File: src/rtl/tsg_pkg.sv
// shared types, widths and codes of the triangle span generator
`timescale 1ns / 1ps
`default_nettype none

package tsg_pkg;

    // coordinate and fixed point format
    localparam int COORD_BITS = 12;
    localparam int FRAC_BITS  = 16;
    localparam int EDGE_BITS  = 32;

    // divider magnitude covers both dx << FRAC_BITS and the split product
    localparam int DIV_MAG_BITS = (COORD_BITS + FRAC_BITS > 2 * COORD_BITS) ?
                                  (COORD_BITS + FRAC_BITS) : (2 * COORD_BITS);
    localparam int DIV_BITS     = DIV_MAG_BITS + 1;
    localparam int WIDE_BITS    = (DIV_BITS > EDGE_BITS + 1) ? DIV_BITS : (EDGE_BITS + 1);

    // configuration port
    localparam int CFG_IDX_BITS  = 3;
    localparam int CFG_DATA_BITS = 32;

    localparam logic [CFG_IDX_BITS-1:0] REG_VERTEX_A_X = 3'd0;
    localparam logic [CFG_IDX_BITS-1:0] REG_VERTEX_A_Y = 3'd1;
    localparam logic [CFG_IDX_BITS-1:0] REG_VERTEX_B_X = 3'd2;
    localparam logic [CFG_IDX_BITS-1:0] REG_VERTEX_B_Y = 3'd3;
    localparam logic [CFG_IDX_BITS-1:0] REG_VERTEX_C_X = 3'd4;
    localparam logic [CFG_IDX_BITS-1:0] REG_VERTEX_C_Y = 3'd5;
    localparam logic [CFG_IDX_BITS-1:0] REG_FILL_COLOR = 3'd6;

    typedef logic signed [COORD_BITS-1:0]   coord_t;
    typedef logic signed [COORD_BITS:0]     dx_t;
    typedef logic signed [2*COORD_BITS+1:0] prod_t;
    typedef logic signed [DIV_BITS-1:0]     dvd_t;
    typedef logic signed [EDGE_BITS-1:0]    edge_t;
    typedef logic signed [WIDE_BITS-1:0]    wide_t;

    localparam coord_t COORD_MAX = coord_t'({1'b0, {(COORD_BITS-1){1'b1}}});
    localparam coord_t COORD_MIN = coord_t'({1'b1, {(COORD_BITS-1){1'b0}}});
    localparam edge_t  EDGE_MAX  = 32'sh7FFF_FFFF;
    localparam edge_t  EDGE_MIN  = 32'sh8000_0000;

    // divider request and response
    typedef struct packed {
        logic                  start;
        dvd_t                  dividend;
        logic [COORD_BITS-1:0] divisor;
    } div_req_t;

    typedef struct packed {
        logic done;
        dvd_t quotient;
    } div_rsp_t;

    typedef enum logic [2:0] {
        ST_IDLE,
        ST_SORT,
        ST_SETUP,
        ST_SPLIT,
        ST_SLOPE,
        ST_WAIT_FIRST,
        ST_WAIT_SECOND,
        ST_EMIT
    } state_t;

    typedef enum logic [1:0] {
        PH_IDLE,
        PH_TOP,
        PH_BOT
    } phase_t;

endpackage

`default_nettype wire

File: src/rtl/triangle_span_generator_unit.sv
// triangle span generator: sorts vertices, sets up edges, emits one span per transaction
`timescale 1ns / 1ps
`default_nettype none

//  channel  | direction | handshake          | payload
//  ---------+-----------+--------------------+-------------------------------------------
//  s_       | in        | s_valid / s_ready  | s_restart
//  m_       | out       | m_valid / m_ready  | m_span_row, m_span_x_first, m_span_x_second,
//           |           |                    | m_span_color, m_last_span
//  cfg_     | in        | cfg_we (no wait)   | cfg_addr, cfg_wdata
//
//  an advance transaction: accept, then the emit step puts the span in the output register once it is free
//  a restart sorts the vertices, sets up the edges, then runs one divider pass for each
//  slope (none for a one-row triangle) and one more for the split point when split
//  the transaction that leaves the middle row of a split triangle adds two divider
//  passes before the next accept
//  s_ready is high only while the sequencer waits; a span held in the output register
//  does not block the next accept, only the next emit
//  reset (aresetn low, synchronous) clears the sequencer, the phase, the output valid and the config registers

module triangle_span_generator_unit
    import tsg_pkg::*;
(
    input  wire logic                     aclk,
    input  wire logic                     aresetn,
    // configuration
    input  wire logic                     cfg_we,
    input  wire logic [CFG_IDX_BITS-1:0]  cfg_addr,
    input  wire logic [CFG_DATA_BITS-1:0] cfg_wdata,
    // input channel
    input  wire logic                     s_valid,
    output logic                          s_ready,
    input  wire logic                     s_restart,
    // result channel
    output logic                          m_valid,
    input  wire logic                     m_ready,
    output coord_t                        m_span_row,
    output coord_t                        m_span_x_first,
    output coord_t                        m_span_x_second,
    output logic [31:0]                   m_span_color,
    output logic                          m_last_span
);

    // saturate a wide signed value to the 32-bit edge range
    function automatic edge_t sat_edge(input wide_t v);
        wide_t hi;
        wide_t lo;
        hi = wide_t'(EDGE_MAX);
        lo = wide_t'(EDGE_MIN);
        if (v > hi) begin
            return EDGE_MAX;
        end else if (v < lo) begin
            return EDGE_MIN;
        end
        return v[EDGE_BITS-1:0];
    endfunction

    function automatic edge_t make_edge(input coord_t x);
        return sat_edge(wide_t'(x) <<< FRAC_BITS);
    endfunction

    // edge to pixel: truncate toward zero, clamp to coordinate range
    function automatic coord_t to_coord(input edge_t ev);
        logic signed [EDGE_BITS:0] t;
        logic signed [EDGE_BITS:0] hi;
        logic signed [EDGE_BITS:0] lo;
        hi = (EDGE_BITS+1)'(COORD_MAX);
        lo = (EDGE_BITS+1)'(COORD_MIN);
        t  = (EDGE_BITS+1)'(ev) >>> FRAC_BITS;
        if (ev[EDGE_BITS-1] && (ev[FRAC_BITS-1:0] != '0)) begin
            t = t + $signed((EDGE_BITS+1)'(1));
        end
        if (t > hi) begin
            return COORD_MAX;
        end else if (t < lo) begin
            return COORD_MIN;
        end
        return t[COORD_BITS-1:0];
    endfunction

    // configuration registers
    coord_t      cfg_vx_reg [3];
    coord_t      cfg_vy_reg [3];
    logic [31:0] fill_color_reg;

    // sequencer and triangle state
    state_t      state_reg, state_next;
    phase_t      phase_reg, phase_next;
    logic [1:0]  sort_cnt_reg, sort_cnt_next;
    logic        emit_after_reg, emit_after_next;
    coord_t      sx_reg [3];
    coord_t      sx_next [3];
    coord_t      sy_reg [3];
    coord_t      sy_next [3];
    coord_t      split_x_reg, split_x_next;
    coord_t      row_reg, row_next;
    edge_t       edge_first_reg, edge_first_next;
    edge_t       edge_second_reg, edge_second_next;
    edge_t       slope_first_reg, slope_first_next;
    edge_t       slope_second_reg, slope_second_next;
    dx_t         dx_first_reg, dx_first_next;
    dx_t         dx_second_reg, dx_second_next;
    logic [COORD_BITS-1:0] dy_reg, dy_next;

    // output register
    logic        m_valid_reg, m_valid_next;
    coord_t      m_row_reg, m_row_next;
    coord_t      m_xf_reg, m_xf_next;
    coord_t      m_xs_reg, m_xs_next;
    logic [31:0] m_color_reg, m_color_next;
    logic        m_last_reg, m_last_next;

    // shared divider
    div_req_t    div_req;
    div_rsp_t    div_rsp;

    // compare-swap operands: pair (1,2) on the middle sort step, else (0,1)
    logic        pair_hi;
    coord_t      pa_x, pa_y, pb_x, pb_y;

    dx_t         dx_10, dx_20, dx_21, dx_2s;
    dx_t         dy_10, dy_20, dy_21;
    prod_t       split_num;
    logic        at_mid;

    tsg_div u_div (
        .aclk    (aclk),
        .aresetn (aresetn),
        .req     (div_req),
        .rsp     (div_rsp)
    );

    always_ff @(posedge aclk) begin
        if (!aresetn) begin
            for (int i = 0; i < 3; i++) begin
                cfg_vx_reg[i] <= '0;
                cfg_vy_reg[i] <= '0;
            end
            fill_color_reg <= '0;
        end else if (cfg_we) begin
            case (cfg_addr)
                REG_VERTEX_A_X: cfg_vx_reg[0] <= cfg_wdata[COORD_BITS-1:0];
                REG_VERTEX_A_Y: cfg_vy_reg[0] <= cfg_wdata[COORD_BITS-1:0];
                REG_VERTEX_B_X: cfg_vx_reg[1] <= cfg_wdata[COORD_BITS-1:0];
                REG_VERTEX_B_Y: cfg_vy_reg[1] <= cfg_wdata[COORD_BITS-1:0];
                REG_VERTEX_C_X: cfg_vx_reg[2] <= cfg_wdata[COORD_BITS-1:0];
                REG_VERTEX_C_Y: cfg_vy_reg[2] <= cfg_wdata[COORD_BITS-1:0];
                REG_FILL_COLOR: fill_color_reg <= cfg_wdata[31:0];
                default: ;
            endcase
        end
    end

    assign pair_hi = (sort_cnt_reg == 2'd1);
    assign pa_x    = pair_hi ? sx_reg[1] : sx_reg[0];
    assign pa_y    = pair_hi ? sy_reg[1] : sy_reg[0];
    assign pb_x    = pair_hi ? sx_reg[2] : sx_reg[1];
    assign pb_y    = pair_hi ? sy_reg[2] : sy_reg[1];

    assign dx_10 = dx_t'(sx_reg[1]) - dx_t'(sx_reg[0]);
    assign dx_20 = dx_t'(sx_reg[2]) - dx_t'(sx_reg[0]);
    assign dx_21 = dx_t'(sx_reg[2]) - dx_t'(sx_reg[1]);
    assign dx_2s = dx_t'(sx_reg[2]) - dx_t'(split_x_reg);
    assign dy_10 = dx_t'(sy_reg[1]) - dx_t'(sy_reg[0]);
    assign dy_20 = dx_t'(sy_reg[2]) - dx_t'(sy_reg[0]);
    assign dy_21 = dx_t'(sy_reg[2]) - dx_t'(sy_reg[1]);

    assign split_num = prod_t'(dx_20) * prod_t'(dy_10);
    assign at_mid    = (row_reg == sy_reg[1]);

    always_comb begin
        state_next        = state_reg;
        phase_next        = phase_reg;
        sort_cnt_next     = sort_cnt_reg;
        emit_after_next   = emit_after_reg;
        for (int i = 0; i < 3; i++) begin
            sx_next[i] = sx_reg[i];
            sy_next[i] = sy_reg[i];
        end
        split_x_next      = split_x_reg;
        row_next          = row_reg;
        edge_first_next   = edge_first_reg;
        edge_second_next  = edge_second_reg;
        slope_first_next  = slope_first_reg;
        slope_second_next = slope_second_reg;
        dx_first_next     = dx_first_reg;
        dx_second_next    = dx_second_reg;
        dy_next           = dy_reg;

        m_valid_next      = m_valid_reg && !m_ready;
        m_row_next        = m_row_reg;
        m_xf_next         = m_xf_reg;
        m_xs_next         = m_xs_reg;
        m_color_next      = m_color_reg;
        m_last_next       = m_last_reg;

        div_req.start     = 1'b0;
        div_req.dividend  = dvd_t'(dx_first_reg) <<< FRAC_BITS;
        div_req.divisor   = dy_reg;
        s_ready           = 1'b0;

        case (state_reg)
            ST_IDLE: begin
                s_ready = 1'b1;
                if (s_valid) begin
                    if (s_restart) begin
                        // new triangle drops the triangle in progress; a span in the output register stays
                        for (int i = 0; i < 3; i++) begin
                            sx_next[i] = cfg_vx_reg[i];
                            sy_next[i] = cfg_vy_reg[i];
                        end
                        sort_cnt_next = 2'd0;
                        state_next    = ST_SORT;
                    end else if (phase_reg != PH_IDLE) begin
                        state_next = ST_EMIT;
                    end
                end
            end

            ST_SORT: begin
                // swap only on strictly greater y
                if (pa_y > pb_y) begin
                    if (pair_hi) begin
                        sx_next[1] = pb_x;
                        sy_next[1] = pb_y;
                        sx_next[2] = pa_x;
                        sy_next[2] = pa_y;
                    end else begin
                        sx_next[0] = pb_x;
                        sy_next[0] = pb_y;
                        sx_next[1] = pa_x;
                        sy_next[1] = pa_y;
                    end
                end
                sort_cnt_next = sort_cnt_reg + 2'd1;
                if (sort_cnt_reg == 2'd2) begin
                    state_next = ST_SETUP;
                end
            end

            ST_SETUP: begin
                emit_after_next = 1'b1;
                if (sy_reg[1] == sy_reg[2]) begin
                    // flat bottom only
                    split_x_next     = sx_reg[2];
                    edge_first_next  = make_edge(sx_reg[0]);
                    edge_second_next = make_edge(sx_reg[0]);
                    row_next         = sy_reg[0];
                    phase_next       = PH_TOP;
                    dx_first_next    = dx_10;
                    dx_second_next   = dx_20;
                    dy_next          = dy_10[COORD_BITS-1:0];
                    state_next       = ST_SLOPE;
                end else if (sy_reg[0] == sy_reg[1]) begin
                    // flat top only, walks up from the lowest vertex
                    split_x_next     = sx_reg[2];
                    edge_first_next  = make_edge(sx_reg[2]);
                    edge_second_next = make_edge(sx_reg[2]);
                    row_next         = sy_reg[2];
                    phase_next       = PH_BOT;
                    dx_first_next    = dx_20;
                    dx_second_next   = dx_21;
                    dy_next          = dy_21[COORD_BITS-1:0];
                    state_next       = ST_SLOPE;
                end else begin
                    // split triangle: split x on the middle row first
                    edge_first_next  = make_edge(sx_reg[0]);
                    edge_second_next = make_edge(sx_reg[0]);
                    row_next         = sy_reg[0];
                    phase_next       = PH_TOP;
                    dx_first_next    = dx_10;
                    dy_next          = dy_10[COORD_BITS-1:0];
                    div_req.start    = 1'b1;
                    div_req.dividend = dvd_t'(split_num);
                    div_req.divisor  = dy_20[COORD_BITS-1:0];
                    state_next       = ST_SPLIT;
                end
            end

            ST_SPLIT: begin
                if (div_rsp.done) begin
                    // quotient lies between zero and x2 - x0, so it fits
                    split_x_next   = coord_t'(div_rsp.quotient) + sx_reg[0];
                    dx_second_next = dx_t'(div_rsp.quotient);
                    state_next     = ST_SLOPE;
                end
            end

            ST_SLOPE: begin
                if (dy_reg == '0) begin
                    // single row triangle
                    slope_first_next  = '0;
                    slope_second_next = '0;
                    state_next        = emit_after_reg ? ST_EMIT : ST_IDLE;
                end else begin
                    div_req.start = 1'b1;
                    state_next    = ST_WAIT_FIRST;
                end
            end

            ST_WAIT_FIRST: begin
                div_req.dividend = dvd_t'(dx_second_reg) <<< FRAC_BITS;
                if (div_rsp.done) begin
                    slope_first_next = sat_edge(wide_t'(div_rsp.quotient));
                    div_req.start    = 1'b1;
                    state_next       = ST_WAIT_SECOND;
                end
            end

            ST_WAIT_SECOND: begin
                if (div_rsp.done) begin
                    slope_second_next = sat_edge(wide_t'(div_rsp.quotient));
                    state_next        = emit_after_reg ? ST_EMIT : ST_IDLE;
                end
            end

            ST_EMIT: begin
                if (!m_valid_reg || m_ready) begin
                    m_valid_next = 1'b1;
                    m_row_next   = row_reg;
                    m_xf_next    = to_coord(edge_first_reg);
                    m_xs_next    = to_coord(edge_second_reg);
                    m_color_next = fill_color_reg;
                    m_last_next  = 1'b0;
                    state_next   = ST_IDLE;
                    case (phase_reg)
                        PH_TOP: begin
                            if (at_mid) begin
                                if (sy_reg[2] != sy_reg[1]) begin
                                    // middle row again from below, new slopes
                                    edge_first_next  = make_edge(sx_reg[2]);
                                    edge_second_next = make_edge(sx_reg[2]);
                                    row_next         = sy_reg[2];
                                    phase_next       = PH_BOT;
                                    dx_first_next    = dx_21;
                                    dx_second_next   = dx_2s;
                                    dy_next          = dy_21[COORD_BITS-1:0];
                                    emit_after_next  = 1'b0;
                                    state_next       = ST_SLOPE;
                                end else begin
                                    phase_next  = PH_IDLE;
                                    m_last_next = 1'b1;
                                end
                            end else begin
                                edge_first_next  = sat_edge(wide_t'(edge_first_reg) +
                                                            wide_t'(slope_first_reg));
                                edge_second_next = sat_edge(wide_t'(edge_second_reg) +
                                                            wide_t'(slope_second_reg));
                                row_next         = row_reg + coord_t'(1);
                            end
                        end
                        PH_BOT: begin
                            if (at_mid) begin
                                phase_next  = PH_IDLE;
                                m_last_next = 1'b1;
                            end else begin
                                edge_first_next  = sat_edge(wide_t'(edge_first_reg) -
                                                            wide_t'(slope_first_reg));
                                edge_second_next = sat_edge(wide_t'(edge_second_reg) -
                                                            wide_t'(slope_second_reg));
                                row_next         = row_reg - coord_t'(1);
                            end
                        end
                        default: begin
                            m_valid_next = m_valid_reg && !m_ready;
                        end
                    endcase
                end
            end

            default: begin
                state_next = ST_IDLE;
            end
        endcase
    end

    always_ff @(posedge aclk) begin
        if (!aresetn) begin
            state_reg      <= ST_IDLE;
            phase_reg      <= PH_IDLE;
            sort_cnt_reg   <= '0;
            emit_after_reg <= 1'b0;
            m_valid_reg    <= 1'b0;
        end else begin
            state_reg      <= state_next;
            phase_reg      <= phase_next;
            sort_cnt_reg   <= sort_cnt_next;
            emit_after_reg <= emit_after_next;
            m_valid_reg    <= m_valid_next;
        end
    end

    always_ff @(posedge aclk) begin
        for (int i = 0; i < 3; i++) begin
            sx_reg[i] <= sx_next[i];
            sy_reg[i] <= sy_next[i];
        end
        split_x_reg      <= split_x_next;
        row_reg          <= row_next;
        edge_first_reg   <= edge_first_next;
        edge_second_reg  <= edge_second_next;
        slope_first_reg  <= slope_first_next;
        slope_second_reg <= slope_second_next;
        dx_first_reg     <= dx_first_next;
        dx_second_reg    <= dx_second_next;
        dy_reg           <= dy_next;
        m_row_reg        <= m_row_next;
        m_xf_reg         <= m_xf_next;
        m_xs_reg         <= m_xs_next;
        m_color_reg      <= m_color_next;
        m_last_reg       <= m_last_next;
    end

    assign m_valid         = m_valid_reg;
    assign m_span_row      = m_row_reg;
    assign m_span_x_first  = m_xf_reg;
    assign m_span_x_second = m_xs_reg;
    assign m_span_color    = m_color_reg;
    assign m_last_span     = m_last_reg;

    // a new span only ever comes out of the emit step
    a_emit_source: assert property (@(posedge aclk) disable iff (!aresetn)
        $rose(m_valid_reg) |-> $past(state_reg == ST_EMIT))
        else $error("span appeared outside the emit step");

    // a zero row difference only occurs for a one-row triangle during restart
    a_zero_dy: assert property (@(posedge aclk) disable iff (!aresetn)
        (state_reg == ST_SLOPE && dy_reg == '0) |->
        (sy_reg[0] == sy_reg[2] && emit_after_reg))
        else $error("zero row difference outside a one-row triangle");

    // split point lands between the top and bottom vertex x
    a_split_range: assert property (@(posedge aclk) disable iff (!aresetn)
        (state_reg == ST_SPLIT && div_rsp.done) |=>
        ((split_x_reg >= sx_reg[0] && split_x_reg <= sx_reg[2]) ||
         (split_x_reg <= sx_reg[0] && split_x_reg >= sx_reg[2])))
        else $error("split x outside the long edge");

    // an advance with no triangle in progress leaves the sequencer waiting
    a_idle_step: assert property (@(posedge aclk) disable iff (!aresetn)
        (s_valid && s_ready && !s_restart && phase_reg == PH_IDLE) |=>
        (state_reg == ST_IDLE))
        else $error("advance without a triangle left the wait state");

endmodule

`default_nettype wire

File: src/rtl/tsg_div.sv
// serial restoring divider: signed dividend, non-negative divisor, truncating
`timescale 1ns / 1ps
`default_nettype none

module tsg_div
    import tsg_pkg::*;
(
    input  wire logic     aclk,
    input  wire logic     aresetn,
    input  wire div_req_t req,
    output div_rsp_t      rsp
);

    localparam int CNT_BITS = $clog2(DIV_MAG_BITS);
    localparam logic [CNT_BITS-1:0] CNT_LAST = CNT_BITS'(DIV_MAG_BITS - 1);

    logic                    busy_reg, busy_next;
    logic                    done_reg, done_next;
    logic                    neg_reg, neg_next;
    logic [CNT_BITS-1:0]     cnt_reg, cnt_next;
    logic [COORD_BITS-1:0]   rem_reg, rem_next;
    logic [COORD_BITS-1:0]   dvs_reg, dvs_next;
    logic [DIV_MAG_BITS-1:0] quo_reg, quo_next;

    dvd_t                    abs_val;
    logic [COORD_BITS:0]     trial;
    logic [COORD_BITS:0]     diff;
    logic                    fits;
    dvd_t                    mag_s;

    assign abs_val = req.dividend[DIV_BITS-1] ? -req.dividend : req.dividend;
    assign trial   = {rem_reg, quo_reg[DIV_MAG_BITS-1]};
    assign diff    = trial - {1'b0, dvs_reg};
    assign fits    = trial >= {1'b0, dvs_reg};

    always_comb begin
        busy_next = busy_reg;
        done_next = 1'b0;
        neg_next  = neg_reg;
        cnt_next  = cnt_reg;
        rem_next  = rem_reg;
        dvs_next  = dvs_reg;
        quo_next  = quo_reg;
        if (req.start) begin
            neg_next  = req.dividend[DIV_BITS-1];
            quo_next  = abs_val[DIV_MAG_BITS-1:0];
            rem_next  = '0;
            dvs_next  = req.divisor;
            cnt_next  = '0;
            busy_next = 1'b1;
        end else if (busy_reg) begin
            // one quotient bit a cycle
            rem_next = fits ? diff[COORD_BITS-1:0] : trial[COORD_BITS-1:0];
            quo_next = {quo_reg[DIV_MAG_BITS-2:0], fits};
            cnt_next = cnt_reg + CNT_BITS'(1);
            if (cnt_reg == CNT_LAST) begin
                busy_next = 1'b0;
                done_next = 1'b1;
            end
        end
    end

    always_ff @(posedge aclk) begin
        if (!aresetn) begin
            busy_reg <= 1'b0;
            done_reg <= 1'b0;
            cnt_reg  <= '0;
        end else begin
            busy_reg <= busy_next;
            done_reg <= done_next;
            cnt_reg  <= cnt_next;
        end
    end

    always_ff @(posedge aclk) begin
        neg_reg <= neg_next;
        rem_reg <= rem_next;
        dvs_reg <= dvs_next;
        quo_reg <= quo_next;
    end

    assign mag_s        = dvd_t'({1'b0, quo_reg});
    assign rsp.done     = done_reg;
    assign rsp.quotient = neg_reg ? -mag_s : mag_s;

endmodule

`default_nettype wire
File: config.mk
export PLATFORM = sky130hd
export DESIGN_NAME = triangle_span_generator_unit
export DESIGN_NICKNAME = d
export VERILOG_FILES = /design/src/rtl/tsg_pkg.sv /design/src/rtl/triangle_span_generator_unit.sv /design/src/rtl/tsg_div.sv
export SDC_FILE = /design/constraint.sdc
export NUM_CORES = 2
export LEC_CHECK = 0
export CAP_MARGIN = 5
export CORE_MARGIN = 8
export CORE_UTILIZATION = 45
export CTS_CLUSTER_DIAMETER = 60
export DETAILED_ROUTE_END_ITERATION = 6
export DONT_BUFFER_PORTS = 1
export PLACE_DENSITY_LB_ADDON = 0.25
export SYNTH_ARGS = -nofsm -noshare
export SYNTH_HDL_FRONTEND = slang
export SYNTH_SLANG_ARGS = --single-unit
File: constraint.sdc
create_clock -name aclk -period 25.8 [get_ports aclk]
set_input_delay 5.16 -clock aclk [delete_from_list [all_inputs] [get_ports aclk]]
set_output_delay 5.16 -clock aclk [all_outputs]
set_load 0.02 [all_outputs]
==> results.yml <==
finish:
  nFillCells: 9033
  instances_no_fill: 5971
  final_cell_mix: "527 x nand2_1, 449 x inv_1, 438 x edfxtp_1, 426 x nor2_1, 322 x ha_1"
  fin_nets: 5193
  final_common_cell: "nand2_1"
  drive_gt1_share_pct: 5.97
  area_growth_syn_to_layout_pct: 8.11
timing:
  finalHoldViolations: 0
  rsz0062_at_grt: "no"
  setup_viol: 0
  holdWs_ns: 0.410
  worstMarginPinSlew_ns: 1.28
  fin_skew_ns: 0.0352
  period_needed_ns: 10.61
  final-max-slew-violation-count: 0
  fin_setup_tns_ns: 0
  timing.fmax_mhz: 94.3
  period_share_pct: 41.1
  max_slew_margin_pct: 14.2
grt:
  grt_use_met1_pct: 33.1
  globalRouteOverflowTotal: 0
  grt_max_degree: 78
  grt.busiest_layer: "met2"
  grtUsageMet3_pct: 3.82
  grt_pass1_vias: 33800
  grt_use_total_pct: 24.6
  grt_pass1_wl_mm: 202
  use_met2_pct: 40.0
  antenna_found_initial: 4
logic_synthesis:
  synth_edf_count: 438
  synth.avg_cell_area_um2: 8.97
  syn_area_um2: 42600
  async_flop_share_pct: 0
  syn_inst: 4745
  ys.flop_type: "edfxtp_1"
  synth_seq_area_share_pct: 33.7
  syn_nets: 5285
  synth.yosys.warnings: 0
  synth.distinct_cells: 104
  ys_seq_elements: 498
hold_path:
  holdPathStages: 0
  hp-class: "reg -> reg"
place:
  gp_congestion: 0.954
  io_buffers: 0
  hpwlAfterDp_mm: 101
  place_inst: 5857
die:
  rows: 113
  ioPinCount: 112
  coreArea_um2: 94400
  dieArea_um2: 105000
  die_w_um: 324
  die_h_um: 324
  initial_utilization_pct: 45.1
setup_path:
  path_depth: 32
  critPathCaptureType: "register"
  crit_family: "adder cells"
  slowest_delay_ns: 0.75
  required_ns: 26.19
  crit_top_cell: "fa_1"
  slowest_stage: "a21boi_0"
  crit_buf_inv: 5
  critPathLaunchType: "register"
  crit_path_max_fanout: 27
  crit_type: "reg -> reg"
  rr_worst_depth: 32
  crit_arrival_ns: 10.99
route:
  dr.pass1.iters: 6
  drt_iter0_drc: 3301
  vias_per_cell: 5.85
  drt-total-wl_mm: 133
  drc_errors: 0
  num_vias: 35000
  ant_nets: 0
  wire_per_inst_um: 22.3
clock_network:
  path_clk_slew_ns: 0.06
  cts_resized: 0
  cts_setup_buffers: 0
  clk_latency_ns: 0.67
  cts_root_buf: "clkbuf_16"
  cts_htree_levels: 2
  cts_tree: "done"
  cts_buffers: 59
  hold_buffers: 0
  clockBufferDepth: 3
  cts.sinks: 498
run_status:
  status: "complete, no violations"
run:
  maxCapViolCount: 0
synthesized netlist by cell type, types with 19 or more instances:
library cell	count	area (um2)
and3_1	34	213
nor2b_1	54	338
and2_1	60	375
nor2_1	428	1610
xor2_1	90	788
nand2_1	529	1990
edfxtp_1	438	13200
nor3_1	79	395
nand3_1	65	325
o21a_1	29	218
buf_2	26	130
mux2i_1	52	521
fa_1	175	3500
nand2b_1	63	394
clkbuf_1	180	676
o211ai_1	33	248
a21o_1	71	533
a31oi_1	44	275
o21bai_1	37	278
a21oi_1	316	1580
o31ai_1	50	375
o21ai_0	321	1610
a211oi_1	47	353
or3_1	26	163
xnor2_1	203	1780
dfxtp_1	60	1200
inv_1	450	1690
a21boi_0	73	548
or2_2	26	163
ha_1	324	4050
nand4_1	34	213
nor4_1	19	119
worst register-to-register path, delay by kind of cell, from the launching register on:
family          cells  cell delay, ns
compound gates     13            3.72
buf+inv             5            0.63
mux                 1            0.41
fa+ha+maj           9            3.99
xor+xnor            1            0.18
flops               1            0.43
simple gates        3            0.98
final timing paths:
path                            slack (ns)                 to         startpoint
worst max-delay path                 15.19  u_div.quo_reg[15]      sy_reg[0][12]
worst min-delay path                  0.41    m_span_color[7]  fill_color_reg[7]
worst max register to register       15.19  u_div.quo_reg[15]      sy_reg[0][12]
worst min register to register        0.41    m_span_color[7]  fill_color_reg[7]
cell families (layout without fill, tap and decap cells):
| family | after synthesis | count (layout) | synth area share (%) |
|---|---|---|---|
| muxes | 65 | 65 | 1.59 |
| other | 0 | 2 | 0 |
| xor gates and xnor gates | 294 | 294 | 6.06 |
| AOI/OAI and AO/OA | 1229 | 1229 | 18.7 |
| adders and majority gates | 501 | 501 | 17.8 |
| buffers and inverters | 678 | 637 | 6.14 |
| DFF | 498 | 498 | 33.7 |
| and+or+nand+nor | 1480 | 1480 | 16.0 |
area by class of cell:
type / instances / area, um2 / area share (%)
multi-input combinational: 3569 / 25700 / 55.9
sequential: 498 / 14400 / 31.2
inverter: 454 / 1710 / 3.70
tap: 1265 / 1580 / 3.44
clock buffer: 67 / 1540 / 3.34
clock inverter: 45 / 599 / 1.30
timing repair buffer: 71 / 533 / 1.16
antenna: 2 / 5.00 / 0.0109
metal layers:
metal  routed length (um)  vias up
met5                   13        -
met4                 5550        2
met3                 9700      266
met2                60300     1316
met1                57300    16900
li1                     -    16500
metrics by stage:
step	instance area (um2)	utilization [%]	worst slack (ns)
after floorplan	42600	-	16.17
after global placement	43900	46.5	15.55
after detailed placement	43900	46.5	15.34
after CTS	46000	48.7	15.31
after global routing	46000	48.7	14.77
final	46000	48.7	15.19
Power is not shown: default switching activity piles up to over one toggle a cycle in this logic, so the estimate is an artifact.
